<file path="src/rtl/pda_pkg.sv">
// types and constants for the pid controller with deadband and anti-windup
// no dependencies; used by pid_deadband_antiwindup
package pda_pkg;

  // sequencer states
  typedef enum logic [4:0] {
    S_IDLE,
    S_CHECK,
    S_INT_MUL,
    S_INT_ADD,
    S_DEC_LO,
    S_DEC_HI,
    S_DEC_SUM,
    S_DEC_FIN,
    S_GI_LO,
    S_GI_HI,
    S_GI_SUM,
    S_GI_TEST,
    S_DIV_CLAMP,
    S_CLAMP_FIX,
    S_DER_START,
    S_DIV_DER,
    S_DER_FIX,
    S_SUM_P,
    S_SUM_GLO,
    S_SUM_GHI,
    S_SUM_D,
    S_SUM_ACC,
    S_ABS,
    S_ROUND,
    S_LIMIT,
    S_OUT
  } state_e;

  // result status codes
  typedef enum logic [2:0] {
    ST_NORMAL    = 3'd0,
    ST_ZERO_DT   = 3'd1,
    ST_DEADBAND  = 3'd2,
    ST_SATURATED = 3'd3,
    ST_CLEARED   = 3'd4
  } status_e;

  // configuration register indexes
  typedef enum logic [2:0] {
    REG_DEADBAND       = 3'd0,
    REG_OUTPUT_LIMIT   = 3'd1,
    REG_INTEGRAL_LIMIT = 3'd2,
    REG_GAIN_P         = 3'd3,
    REG_GAIN_I         = 3'd4,
    REG_GAIN_D         = 3'd5
  } reg_e;

  localparam logic signed [16:0] DecayQ16   = 17'sd58982;
  localparam logic [22:0]        DerivMax   = 23'h7FFFFF;
  localparam logic [22:0]        OutLimRst  = 23'd4096;
  localparam logic [22:0]        IntLimRst  = 23'd8192;
  localparam logic [15:0]        GainPRst   = 16'd179;
  localparam logic [5:0]         DivSteps   = 6'd47;

endpackage

</file>
<file path="src/rtl/pid_deadband_antiwindup.sv">
// pid controller with deadband and integrator anti-windup
// one shared 17x25 multiplier and one radix-2 divider under a sequencer
// depends on pda_pkg
//
// usage:
//  - input channel in_valid_i / in_stall_o carries req_type, error_in and
//    time_step; a transaction is taken when valid is high and stall is low
//  - output channel out_valid_o / out_stall_i carries drive and status,
//    exactly one result per input transaction
//  - config channel cfg_valid_i / cfg_ready_o writes register cfg_index_i
//    with cfg_data_i; ready is always high, write only while idle
//  - one item at a time: in_stall_o is high from acceptance until the
//    result is loaded into the output register
//  - paths: clear and zero time step go straight to the output state,
//    deadband decays the integrator, a full compute divides for the
//    derivative and adds the integral limit test when it runs and the
//    integrator clamp division when it fires; each division runs 48 steps
//  - the next item is taken in the cycle after the result loads
//  - the output register holds its result while out_stall_i is high; the
//    next item may be taken meanwhile and waits in the last state
//  - reset (rst_ni low, asynchronous) zeroes integrator and previous error
//    and loads the register reset values
module pid_deadband_antiwindup (
  input  logic               clk_i,
  input  logic               rst_ni,
  input  logic               in_valid_i,
  output logic               in_stall_o,
  input  logic               req_type_i,
  input  logic signed [23:0] error_in_i,
  input  logic [15:0]        time_step_i,
  output logic               out_valid_o,
  input  logic               out_stall_i,
  output logic signed [23:0] drive_o,
  output logic [2:0]         status_o,
  input  logic               cfg_valid_i,
  output logic               cfg_ready_o,
  input  logic [2:0]         cfg_index_i,
  input  logic [22:0]        cfg_data_i
);

  pda_pkg::state_e state_q, state_d;

  // configuration
  logic [22:0]        deadband_q, out_lim_q, int_lim_q;
  logic signed [15:0] gain_p_q, gain_i_q, gain_d_q;

  // controller state
  logic signed [47:0] integ_q;
  logic signed [23:0] last_q;

  // latched request and working registers
  logic               req_q;
  logic signed [23:0] err_q;
  logic [15:0]        dt_q;
  logic signed [41:0] prod_q;
  logic signed [65:0] acc_q;
  logic [41:0]        rnd_q;
  logic               neg_q;
  logic signed [23:0] deriv_q;
  logic [47:0]        dq_q;
  logic [15:0]        dv_q;
  logic [16:0]        rem_q;
  logic [5:0]         cnt_q;
  logic signed [23:0] res_drive_q;
  logic [2:0]         res_status_q;

  // output register
  logic               out_valid_q;
  logic signed [23:0] drive_q;
  logic [2:0]         status_q;

  // shared multiplier operands
  logic signed [16:0] mul_a;
  logic signed [24:0] mul_b;

  logic               in_acc, cfg_wr, out_load;
  logic signed [24:0] err_x, diff_x;
  logic [24:0]        err_mag, diff_mag;
  logic [47:0]        integ_mag;
  logic signed [48:0] int_sum;
  logic signed [47:0] int_sat;
  logic signed [65:0] prod_x, lim_x;
  logic               gt_lim, lt_lim;
  logic [16:0]        div_t;
  logic               div_ge;
  logic [47:0]        dec_m;
  logic [22:0]        der_s;
  logic [22:0]        drv_mag;
  logic               drv_sat;

  assign in_acc     = in_valid_i && !in_stall_o;
  assign cfg_wr     = cfg_valid_i && cfg_ready_o;
  assign cfg_ready_o = 1'b1;
  assign out_load   = (state_q == pda_pkg::S_OUT) && (!out_valid_q || !out_stall_i);

  assign out_valid_o = out_valid_q;
  assign drive_o     = drive_q;
  assign status_o    = status_q;

  // shared arithmetic helpers
  assign err_x     = {err_q[23], err_q};
  assign err_mag   = err_x[24] ? 25'(-err_x) : 25'(err_x);
  assign diff_x    = err_x - {last_q[23], last_q};
  assign diff_mag  = diff_x[24] ? 25'(-diff_x) : 25'(diff_x);
  assign integ_mag = integ_q[47] ? 48'(-integ_q) : 48'(integ_q);
  assign prod_x    = 66'(prod_q);
  assign int_sum   = 49'(integ_q) + 49'(prod_q);
  assign lim_x     = $signed({19'd0, int_lim_q, 24'd0});
  assign gt_lim    = acc_q > lim_x;
  assign lt_lim    = acc_q < -lim_x;
  assign div_t     = {rem_q[15:0], dq_q[47]};
  assign div_ge    = div_t >= {1'b0, dv_q};
  assign dec_m     = acc_q[63:16];
  assign der_s     = (|dq_q[47:23]) ? pda_pkg::DerivMax : dq_q[22:0];
  assign drv_sat   = rnd_q > {19'd0, out_lim_q};
  assign drv_mag   = drv_sat ? out_lim_q : rnd_q[22:0];

  // 48-bit saturation of the integrator update
  always_comb begin
    if (int_sum[48] != int_sum[47]) begin
      int_sat = int_sum[48] ? {1'b1, 47'd0} : {1'b0, {47{1'b1}}};
    end else begin
      int_sat = int_sum[47:0];
    end
  end

  // next state
  always_comb begin
    state_d = state_q;
    unique case (state_q)
      pda_pkg::S_IDLE:      if (in_acc) state_d = pda_pkg::S_CHECK;
      pda_pkg::S_CHECK: begin
        if (req_q || dt_q == 16'd0) begin
          state_d = pda_pkg::S_OUT;
        end else if (err_mag < {2'd0, deadband_q}) begin
          state_d = pda_pkg::S_DEC_LO;
        end else begin
          state_d = pda_pkg::S_INT_MUL;
        end
      end
      pda_pkg::S_INT_MUL:   state_d = pda_pkg::S_INT_ADD;
      pda_pkg::S_INT_ADD: begin
        if (int_lim_q != 23'd0 && gain_i_q != 16'sd0) state_d = pda_pkg::S_GI_LO;
        else state_d = pda_pkg::S_DER_START;
      end
      pda_pkg::S_DEC_LO:    state_d = pda_pkg::S_DEC_HI;
      pda_pkg::S_DEC_HI:    state_d = pda_pkg::S_DEC_SUM;
      pda_pkg::S_DEC_SUM:   state_d = pda_pkg::S_DEC_FIN;
      pda_pkg::S_DEC_FIN:   state_d = pda_pkg::S_OUT;
      pda_pkg::S_GI_LO:     state_d = pda_pkg::S_GI_HI;
      pda_pkg::S_GI_HI:     state_d = pda_pkg::S_GI_SUM;
      pda_pkg::S_GI_SUM:    state_d = pda_pkg::S_GI_TEST;
      pda_pkg::S_GI_TEST: begin
        if (gt_lim || lt_lim) state_d = pda_pkg::S_DIV_CLAMP;
        else state_d = pda_pkg::S_DER_START;
      end
      pda_pkg::S_DIV_CLAMP: if (cnt_q == 6'd0) state_d = pda_pkg::S_CLAMP_FIX;
      pda_pkg::S_CLAMP_FIX: state_d = pda_pkg::S_DER_START;
      pda_pkg::S_DER_START: state_d = pda_pkg::S_DIV_DER;
      pda_pkg::S_DIV_DER:   if (cnt_q == 6'd0) state_d = pda_pkg::S_DER_FIX;
      pda_pkg::S_DER_FIX:   state_d = pda_pkg::S_SUM_P;
      pda_pkg::S_SUM_P:     state_d = pda_pkg::S_SUM_GLO;
      pda_pkg::S_SUM_GLO:   state_d = pda_pkg::S_SUM_GHI;
      pda_pkg::S_SUM_GHI:   state_d = pda_pkg::S_SUM_D;
      pda_pkg::S_SUM_D:     state_d = pda_pkg::S_SUM_ACC;
      pda_pkg::S_SUM_ACC:   state_d = pda_pkg::S_ABS;
      pda_pkg::S_ABS:       state_d = pda_pkg::S_ROUND;
      pda_pkg::S_ROUND:     state_d = pda_pkg::S_LIMIT;
      pda_pkg::S_LIMIT:     state_d = pda_pkg::S_OUT;
      pda_pkg::S_OUT:       if (out_load) state_d = pda_pkg::S_IDLE;
      default:              state_d = pda_pkg::S_IDLE;
    endcase
  end

  // outputs of the sequencer: stall and multiplier operand select
  always_comb begin
    in_stall_o = (state_q != pda_pkg::S_IDLE);
    mul_a = 17'sd0;
    mul_b = 25'sd0;
    unique case (state_q)
      pda_pkg::S_INT_MUL: begin
        mul_a = $signed({1'b0, dt_q});
        mul_b = err_x;
      end
      pda_pkg::S_DEC_LO: begin
        mul_a = pda_pkg::DecayQ16;
        mul_b = $signed({1'b0, integ_mag[23:0]});
      end
      pda_pkg::S_DEC_HI: begin
        mul_a = pda_pkg::DecayQ16;
        mul_b = $signed({1'b0, integ_mag[47:24]});
      end
      pda_pkg::S_GI_LO, pda_pkg::S_SUM_GLO: begin
        mul_a = 17'(gain_i_q);
        mul_b = $signed({1'b0, integ_q[23:0]});
      end
      pda_pkg::S_GI_HI, pda_pkg::S_SUM_GHI: begin
        mul_a = 17'(gain_i_q);
        mul_b = 25'($signed(integ_q[47:24]));
      end
      pda_pkg::S_SUM_P: begin
        mul_a = 17'(gain_p_q);
        mul_b = err_x;
      end
      pda_pkg::S_SUM_D: begin
        mul_a = 17'(gain_d_q);
        mul_b = 25'(deriv_q);
      end
      default: begin
        mul_a = 17'sd0;
        mul_b = 25'sd0;
      end
    endcase
  end

  // control, configuration and controller state
  always_ff @(posedge clk_i or negedge rst_ni) begin
    if (!rst_ni) begin
      state_q     <= pda_pkg::S_IDLE;
      out_valid_q <= 1'b0;
      deadband_q  <= 23'd0;
      out_lim_q   <= pda_pkg::OutLimRst;
      int_lim_q   <= pda_pkg::IntLimRst;
      gain_p_q    <= pda_pkg::GainPRst;
      gain_i_q    <= 16'sd0;
      gain_d_q    <= 16'sd0;
      integ_q     <= 48'sd0;
      last_q      <= 24'sd0;
    end else begin
      state_q <= state_d;
      if (out_load) begin
        out_valid_q <= 1'b1;
      end else if (!out_stall_i) begin
        out_valid_q <= 1'b0;
      end
      if (cfg_wr) begin
        unique case (cfg_index_i)
          pda_pkg::REG_DEADBAND:       deadband_q <= cfg_data_i;
          pda_pkg::REG_OUTPUT_LIMIT:   out_lim_q  <= cfg_data_i;
          pda_pkg::REG_INTEGRAL_LIMIT: int_lim_q  <= cfg_data_i;
          pda_pkg::REG_GAIN_P:         gain_p_q   <= cfg_data_i[15:0];
          pda_pkg::REG_GAIN_I:         gain_i_q   <= cfg_data_i[15:0];
          pda_pkg::REG_GAIN_D:         gain_d_q   <= cfg_data_i[15:0];
          default: ;
        endcase
      end
      unique case (state_q)
        pda_pkg::S_CHECK: begin
          if (req_q) begin
            integ_q <= 48'sd0;
            last_q  <= 24'sd0;
          end
        end
        pda_pkg::S_INT_ADD:   integ_q <= int_sat;
        pda_pkg::S_DEC_FIN: begin
          integ_q <= integ_q[47] ? 48'(-dec_m) : 48'(dec_m);
          last_q  <= err_q;
        end
        pda_pkg::S_CLAMP_FIX: integ_q <= neg_q ? 48'(-dq_q) : 48'(dq_q);
        pda_pkg::S_DER_FIX:   last_q  <= err_q;
        default: ;
      endcase
    end
  end

  // datapath registers
  always_ff @(posedge clk_i) begin
    prod_q <= mul_a * mul_b;
    if (in_acc) begin
      req_q <= req_type_i;
      err_q <= error_in_i;
      dt_q  <= time_step_i;
    end
    unique case (state_q)
      pda_pkg::S_CHECK: begin
        res_drive_q <= 24'sd0;
        if (req_q) res_status_q <= pda_pkg::ST_CLEARED;
        else if (dt_q == 16'd0) res_status_q <= pda_pkg::ST_ZERO_DT;
        else res_status_q <= pda_pkg::ST_DEADBAND;
      end
      pda_pkg::S_DEC_HI, pda_pkg::S_GI_HI: acc_q <= prod_x;
      pda_pkg::S_DEC_SUM, pda_pkg::S_GI_SUM, pda_pkg::S_SUM_D:
        acc_q <= acc_q + (prod_x <<< 24);
      pda_pkg::S_GI_TEST: begin
        // clamp to limit over gain, division on magnitudes
        neg_q <= gt_lim ? gain_i_q[15] : !gain_i_q[15];
        dq_q  <= {1'b0, int_lim_q, 24'd0};
        dv_q  <= gain_i_q[15] ? 16'(-gain_i_q) : 16'(gain_i_q);
        rem_q <= 17'd0;
        cnt_q <= pda_pkg::DivSteps;
      end
      pda_pkg::S_DIV_CLAMP, pda_pkg::S_DIV_DER: begin
        rem_q <= div_ge ? 17'(div_t - {1'b0, dv_q}) : div_t;
        dq_q  <= {dq_q[46:0], div_ge};
        cnt_q <= cnt_q - 6'd1;
      end
      pda_pkg::S_DER_START: begin
        neg_q <= diff_x[24];
        dq_q  <= {7'd0, diff_mag, 16'd0};
        dv_q  <= dt_q;
        rem_q <= 17'd0;
        cnt_q <= pda_pkg::DivSteps;
      end
      pda_pkg::S_DER_FIX:
        deriv_q <= neg_q ? 24'(-{1'b0, der_s}) : 24'({1'b0, der_s});
      pda_pkg::S_SUM_GLO:   acc_q <= prod_x <<< 16;
      pda_pkg::S_SUM_GHI:   acc_q <= acc_q + prod_x;
      pda_pkg::S_SUM_ACC:   acc_q <= acc_q + (prod_x <<< 16);
      pda_pkg::S_ABS: begin
        neg_q <= acc_q[65];
        acc_q <= acc_q[65] ? -acc_q : acc_q;
      end
      pda_pkg::S_ROUND: rnd_q <= 42'((acc_q + 66'sd8388608) >>> 24);
      pda_pkg::S_LIMIT: begin
        res_drive_q  <= neg_q ? 24'(-{1'b0, drv_mag}) : 24'({1'b0, drv_mag});
        res_status_q <= drv_sat ? pda_pkg::ST_SATURATED : pda_pkg::ST_NORMAL;
      end
      default: ;
    endcase
    if (out_load) begin
      drive_q  <= res_drive_q;
      status_q <= res_status_q;
    end
  end

endmodule
</file>
<file path="config.mk">
export PLATFORM = sky130hd
export DESIGN_NAME = pid_deadband_antiwindup
export DESIGN_NICKNAME = d
export VERILOG_FILES = /design/src/rtl/pda_pkg.sv /design/src/rtl/pid_deadband_antiwindup.sv
export SDC_FILE = /design/constraint.sdc
export NUM_CORES = 2
export LEC_CHECK = 0
export BUFFER_PORTS_ARGS = -buffer_cell sky130_fd_sc_hd__buf_2
export CAP_MARGIN = 20
export CORE_AREA = 2 2 337 339
export CTS_CLUSTER_DIAMETER = 80
export DETAILED_ROUTE_END_ITERATION = 12
export DIE_AREA = 0 0 339 341
export MAX_ROUTING_LAYER = met4
export PLACE_DENSITY = 0.71
export SETUP_SLACK_MARGIN = 0.5
export SLEW_MARGIN = 0
export SYNTH_ARGS = -nofsm -noshare
export SYNTH_HDL_FRONTEND = slang
export SYNTH_SLANG_ARGS = --single-unit
</file>
<file path="constraint.sdc">
create_clock -name clk_i -period 10.2 [get_ports clk_i]
set_input_delay 1.53 -clock clk_i [delete_from_list [all_inputs] [get_ports clk_i]]
set_output_delay 1.53 -clock clk_i [all_outputs]
set_load 0.05 [all_outputs]
</file>
======== Yosys cells after proc, flatten, opt, wreduce, memory -nomap -nowiden ========
Cells that the tools add are included.
W data, S select, Z words.
word-level totals
  flip-flop bits (word level) ............. 551
  input port bits ......................... 72
  output and inout bits ................... 30
  word-level logic and storage cells ...... 180
cells by class
  add/sub/neg operators ................... 18
  multiply operators ...................... 1
  order comparisons ....................... 5
  eq/ne operators ......................... 38
  mux-type cells .......................... 43
  reduce and logical (&&, ||, !) cells .... 47
operators by type and width
  kind                      count
  $pmux W66 S6              1
  $mux W48                  6
  $pmux W48 S4              1
  $pmux W25 S6              1
  $neg A48 Y48              3
  $pmux W48 S3              1
  $pmux W5 S25              1
  $pmux W24 S2              2
  $pmux W17 S5              1
  $mux W23                  3
  $add A66 B25 Y66 const B  1
  $add A66 B42 Y66          1
  $add A66 B58 Y66          1
  $add A66 B66 Y66          1
  $gt A66 B48 Y1            1
  $lt A66 B66 Y1            1
  $mux W66                  1
  $neg A47 Y66              1
  $neg A66 Y66              1
  $pmux W16 S2              2
  $eq A5 B5 Y1 const B      10
  $mux W25                  2
  $add A48 B42 Y49          1
  $mux W24                  2
  other kinds (49)          106

======== Depth between registers and ports, before layout ========
  depth in word-level cells ............... 6
  mapped depth ............................ 37
  gate-level depth less buffers ........... 36

======== Worst setup path before layout ========
Ideal clock, no wire load.
  kind .................................... reg-to-reg
  start point ............................. reg integ_q[16]
  end point ............................... reg prod_q[40]
  setup time .............................. 0.072 ns
  arrival time ............................ 8.886 ns
  data required time ...................... 10.128 ns
  setup slack ............................. 1.241 ns
  stages on the path, launching flop included .. 34
  buffers on the path ..................... 1
  clock period less this slack ............ 8.959 ns
  cell sequence ........................... dfrtp_1 > or4_1 > nor4b_1 > nand4_1 > nand2b_1 > nand2b_1 > o31ai_1 > xor2_1 > nor2_1 > nor4b_1 > clkbuf_1 > nor2_1 > fa_1 > inv_1 > fa_1 > fa_1 > inv_1 > fa_1 > fa_1 > inv_1 > fa_1 > inv_1 > ha_1 > a21o_1 > a21o_1 > a21o_1 > a21oi_1 > o21a_1 > a21oi_1 > o21ai_0 > nand3_1 > a2111o_1 > a311oi_1 > xnor2_1
between the ends
  longest elaborated chain between the ends .. 4
RTL lines
  what                    line                            RTL
  from (decl)             pid_deadband_antiwindup.sv:48   logic signed [47:0] integ_q;
  from (signal assigned)  pid_deadband_antiwindup.sv:254  pda_pkg::S_INT_ADD: integ_q <= int_sat;
  from (signal assigned)  pid_deadband_antiwindup.sv:256  integ_q <= integ_q[47] ? 48'(-dec_m) : 48'(dec_m);
  from (signal assigned)  pid_deadband_antiwindup.sv:259  pda_pkg::S_CLAMP_FIX: integ_q <= neg_q ? 48'(-dq_q) : 48'(dq_q);
  $neg A48 Y48            pid_deadband_antiwindup.sv:105  assign integ_mag = integ_q[47] ? 48'(-integ_q) : 48'(integ_q);
  $mux W48                pid_deadband_antiwindup.sv:105
  $pmux W25 S6 *          pid_deadband_antiwindup.sv:180  unique case (state_q)
  $mul A17 B25 Y42 *      pid_deadband_antiwindup.sv:268  prod_q <= mul_a * mul_b;
  to (signal assigned)    pid_deadband_antiwindup.sv:268
  to (decl)               pid_deadband_antiwindup.sv:55   logic signed [41:0] prod_q;
Mark *: on every way between the ends. The rest lies on a longest branch, timed or not.
A chain may end at the register's enable or synchronous reset.

======== Worst setup path in the final report ========
  start point ............................. reg integ_q[6]
  end point ............................... reg prod_q[40]
The elaborated chain is that of the path after synthesis.

==> results.md <==
- The flow ran to the end, and the final reports show no timing, DRC or antenna violations.
- The number of cells on the worst reg-to-reg path is 33.
- The via count normalized by instance count is 6.48.
- The data arrival time of the critical path is 9.92 ns.
- The fraction of synthesis flops using an asynchronous set or reset pin is a little over a third.
- The fill cell instance count of the final layout is approximately 10000.
- The worst path in the final design needs a cycle of a little over 9 ns, including I/O delays and setup.
- The number of flops mapped to enable cells by yosys is roughly 310.
- The routed length per instance is ~26 um.
- The worst min-delay path class is reg -> reg.
- The mapped netlist covers between 60000 and 70000 um^2.
- The tree is rooted in a sky130_fd_sc_hd__clkbuf_16.
- The number of placed I/O pins is approximately 100.
- The final setup violation count is 0.
- For this run, the top clock speed supported by timing is 0.107 GHz.
- For this run, design rule violations remaining after detail routing come to 0.
- At the later pin of the worst-skew pair, clock insertion delay measures a little under 0.7 ns.
- In this run, distinct cell masters in the synthesized netlist total 96.
- At the pin with the least slew margin, the transition time is approximately 1.1 ns.
- STA puts the critical path data required time at ~11 ns.
- The analysis attributes to cell leakage a power of ~29 nW.
- The final sum of negative setup slack is 0 ns.
- The worst-case headroom to the max-slew limit is 26.5%.
- The clock arrives with 0.0383 ns of skew.
- For this run, the leading register cell type out of synthesis is sky130_fd_sc_hd__edfxtp_1.
- The dominant combinational cell family by area after synthesis is adder cells.
- The cell count after placement is between 8000 and 9000.
- The endpoint type of the worst setup path is a register.
- Summed over all layers, the global routing overflow is 0.
- Setup repair after global routing left no endpoint under its margin.
- Relative to the synthesized area, the layout overhead comes to 8.38%.
- The die width is around 340 um.
- The final hold violation count was 0.
- The total routing usage reported by global routing is between 40% and 50%.
- Summing the areas of all xor and xnor instances in the mapped netlist gives under 10% of the synthesized area.
- The total area inside the core boundary comes to roughly 110000 um^2.
- Across all layers, the routed design uses between 50000 and 60000 vias.
- The initial standard-cell utilization of the core is a little over half.
- Dividing the final minimum period by the clock period gives 91.6%.
- During placement, the flow inserted port buffers numbering 100.
- After legalization and detailed placement, the total HPWL measured between 150000 and 200000 um.
- The sequential area share after synthesis is about a quarter.
- TritonCTS built the clock tree.
- The layout cell share with drive strength beyond 1 is under 10%.
- STA classifies the critical path startpoint as a register.
- For this design, the slowest cell found on the critical path is sky130_fd_sc_hd__or4_1.
- The number of nets with antenna violations after routing is 0.
- The via count of the first global-routing pass is between 50000 and 60000.
- The filler-free cell count of the finished design is slightly below 9000.
- The clock buffer count from CTS is 70.
- Hold timing on the final database bottoms out at a slack of about 0.40 ns.
- The synthesized design contains 551 register bits.
- The floorplan row count is roughly 120.
- The most common cell type on the critical path is sky130_fd_sc_hd__fa_1.
- The number of maximum-capacitance constraint violations is 0.
- The power density normalized to cell area is 343 nW/um^2.
- The core occupancy in the finished layout is ~59%.
- The number of antenna violations at the first check in global routing is 8.
- The count of routing violations after the opening detailed-route iteration is approximately 6400.
- The post-synthesis simple-gate area fraction is 16.8%.
- In this run the deepest clock path goes through 3 buffers.
- The number of synthesis warnings is 0.
- The delay of the slowest cell on the worst path is ~0.64 ns.
- The adder-cell area share of the yosys netlist is a little under a quarter.
- The die covers around 120000 um^2.
- IR analysis of the VDD net gives a maximum drop of approximately 0.31 mV.
- The H-tree depth reported by CTS is 3.
- The worst setup path is of the reg -> reg kind.
- The maximum fanout count along the critical path is 6.
- The first detailed-routing pass took 6 iterations.
- The net count of the finished layout is ~8000.
- The final worst-path setup slack is 0.853 ns.
- The wire length reported by the detailed router is about 230000 um.
- The final count of pins violating max slew was 0.
- The clock input transition at the sequential cells of the worst setup and hold paths is around 0.060 ns.
- Along the worst hold path, the cell count comes to 0.
- The area fraction in compound gates after synthesis is a little under 20%.
- When the netlist entered floorplanning its net count stood at around 8000.
- Synthesis produced around 7100 cells.
- The die is approximately 340 um tall.
- The largest net degree at the start of global routing is just under 90.
- The minimum setup slack after placement is ~0.57 ns.
- The congestion estimate from routability-driven global placement came to 1.03.
- The average instance in the mapped netlist occupies 8.64 um^2.
- The global-route wire length before repair is ~340000 um.
- The multiplexer area fraction after synthesis is between 1.5 and 2%.
- For this design, the sink count on the clock tree is around 550.
## cells in the final DEF, fill, tap and decap left out, types with 46 or more instances in the layout
cell type and instances:
sky130_fd_sc_hd__a21o_1 214, sky130_fd_sc_hd__a21oi_1 402, sky130_fd_sc_hd__a221oi_1 56, sky130_fd_sc_hd__a31oi_1 66, sky130_fd_sc_hd__and3_1 55, sky130_fd_sc_hd__buf_2 99
sky130_fd_sc_hd__buf_4 172, sky130_fd_sc_hd__clkbuf_16 72, sky130_fd_sc_hd__dfrtp_1 187, sky130_fd_sc_hd__edfxtp_1 314, sky130_fd_sc_hd__fa_1 422, sky130_fd_sc_hd__ha_1 460
sky130_fd_sc_hd__inv_1 669, sky130_fd_sc_hd__mux2_2 55, sky130_fd_sc_hd__mux2i_1 49, sky130_fd_sc_hd__nand2_1 601, sky130_fd_sc_hd__nand2b_1 78, sky130_fd_sc_hd__nand3_1 123
sky130_fd_sc_hd__nand4_1 94, sky130_fd_sc_hd__nor2_1 683, sky130_fd_sc_hd__nor2b_1 61, sky130_fd_sc_hd__nor3_1 130, sky130_fd_sc_hd__nor4_1 76, sky130_fd_sc_hd__o21a_1 53
sky130_fd_sc_hd__o21ai_0 440, sky130_fd_sc_hd__o31ai_1 51, sky130_fd_sc_hd__or2_2 46, sky130_fd_sc_hd__or3_1 70, sky130_fd_sc_hd__xnor2_1 347, sky130_fd_sc_hd__xor2_1 192
## repair_timing
item	in CTS	in global routing
gates cloned	0	1
setup buffers	0	9
hold buffers	0	0
setup endpoints to repair	1	7
resized for setup	1	26
pin swaps	0	3
## power breakdown
part	leakage (nW)	internal, mW	switching [mW]
Combinational	22.5	5.64	9.98
Sequential	5.69	3.32	1.31
Clock	1.12	1.40	1.10
Total	29.3	10.4	12.4
## cell families (layout without fill, tap and decap cells)
logic type               count (synthesis)  count (layout)
adder cells (fa/ha/maj)                882             882
AND/OR/NAND/NOR                       2187            2187
other                                    1              12
multiplexers                           104             104
buffers and inverters                 1020            1079
AO/OA/AOI/OAI                         1800            1800
flip-flops                             551             551
XOR/XNOR                               540             540
## through the flow
stage / total power [mW] / instance area, um^2
global placement: 19.6 / 63700
global route: 24.2 / 66300
CTS: 22.3 / 66000
finish: 22.8 / 66300
detailed placement: 19.7 / 63800
floorplan: 14.5 / 61200
## synth_stat cells (all sizes together) (17+ instances only)
| library cell | instances | area (um^2) |
|---|---|---|
| and3 | 57 | 357 |
| or3 | 71 | 449 |
| or4 | 37 | 282 |
| nor2b | 63 | 394 |
| fa | 422 | 8450 |
| o311ai | 17 | 149 |
| a22o | 44 | 385 |
| a222oi | 34 | 340 |
| o21ai | 454 | 2270 |
| edfxtp | 314 | 9430 |
| nand3 | 125 | 631 |
| nand2 | 602 | 2260 |
| ha | 460 | 5760 |
| a21oi | 412 | 2060 |
| nor2 | 692 | 2600 |
| o31ai | 54 | 410 |
| a21o | 214 | 1610 |
| o211ai | 28 | 210 |
| o221ai | 31 | 272 |
| mux2 | 55 | 619 |
| a22oi | 41 | 308 |
| and2 | 41 | 257 |
| nor3 | 142 | 711 |
| dfrtp | 188 | 4700 |
| or2 | 49 | 309 |
| o41ai | 21 | 210 |
| a31oi | 66 | 413 |
| nand2b | 79 | 502 |
| nor4 | 78 | 488 |
| xor2 | 192 | 1680 |
| inv | 669 | 2510 |
| buf | 38 | 153 |
| a221o | 20 | 200 |
| o21bai | 42 | 315 |
| o21a | 53 | 398 |
| dfxtp | 42 | 841 |
| clkbuf | 309 | 1160 |
| mux2i | 49 | 490 |
| a211oi | 45 | 338 |
| nand4 | 94 | 588 |
| a221oi | 61 | 534 |
| xnor2 | 348 | 3050 |
| o22ai | 27 | 169 |
## layout make-up
| cell class | instances | area, um^2 | share of cell area, % |
|---|---|---|---|
| tap | 1500 | 1880 | 2.83 |
| inverter | 673 | 2530 | 3.81 |
| sequential | 551 | 15200 | 22.9 |
| clock inverter | 35 | 327 | 0.492 |
| multi-input combinational | 5514 | 42600 | 64.2 |
| antenna | 11 | 27.5 | 0.0415 |
| clock buffer | 95 | 1960 | 2.95 |
| timing repair buffer | 276 | 1880 | 2.83 |
## per-layer routing
metal  track usage, %  up-vias  share of wire (%)
met5                -        -                  0
met4             18.2        0                5.4
met3             9.27      564                 11
met2             57.3     3087                 42
met1             53.8    27400                 41
li1                 -    25100                  -
## registers in the layout (all words and copies together) (netlist names), 6 cells and up
register     cells
integ_q         48
gain_p_q        16
acc_q           66
cnt_q            6
gain_d_q        16
rem_q           16
out_lim_q       23
drive_o         24
err_q           24
last_q          24
int_lim_q       23
prod_q          42
rnd_q           42
res_drive_q     24
dq_q            48
gain_i_q        16
dv_q            16
dt_q            16
deadband_q      23
deriv_q         24
## final timing paths
check	start	to	slack (ns)
max	integ_q[6]	prod_q[40]	0.85
min	res_drive_q[15]	drive_o[15]	0.40
max reg2reg	integ_q[6]	prod_q[40]	0.85
min reg2reg	res_drive_q[15]	drive_o[15]	0.40
max in group asynchronous	rst_ni	gain_p_q[11]	7.88
min in group asynchronous	rst_ni	out_lim_q[13]	0.92
## critical path, delay by kind of cell (launching register included)
family | cells | cell delay [ns]
buf+inv | 5 | 0.40
simple gates | 9 | 2.46
fa+ha+maj | 7 | 3.45
flops | 1 | 0.44
xor+xnor | 2 | 0.34
compound gates | 10 | 2.13
Note: power is estimated with default switching activity, not from simulation.
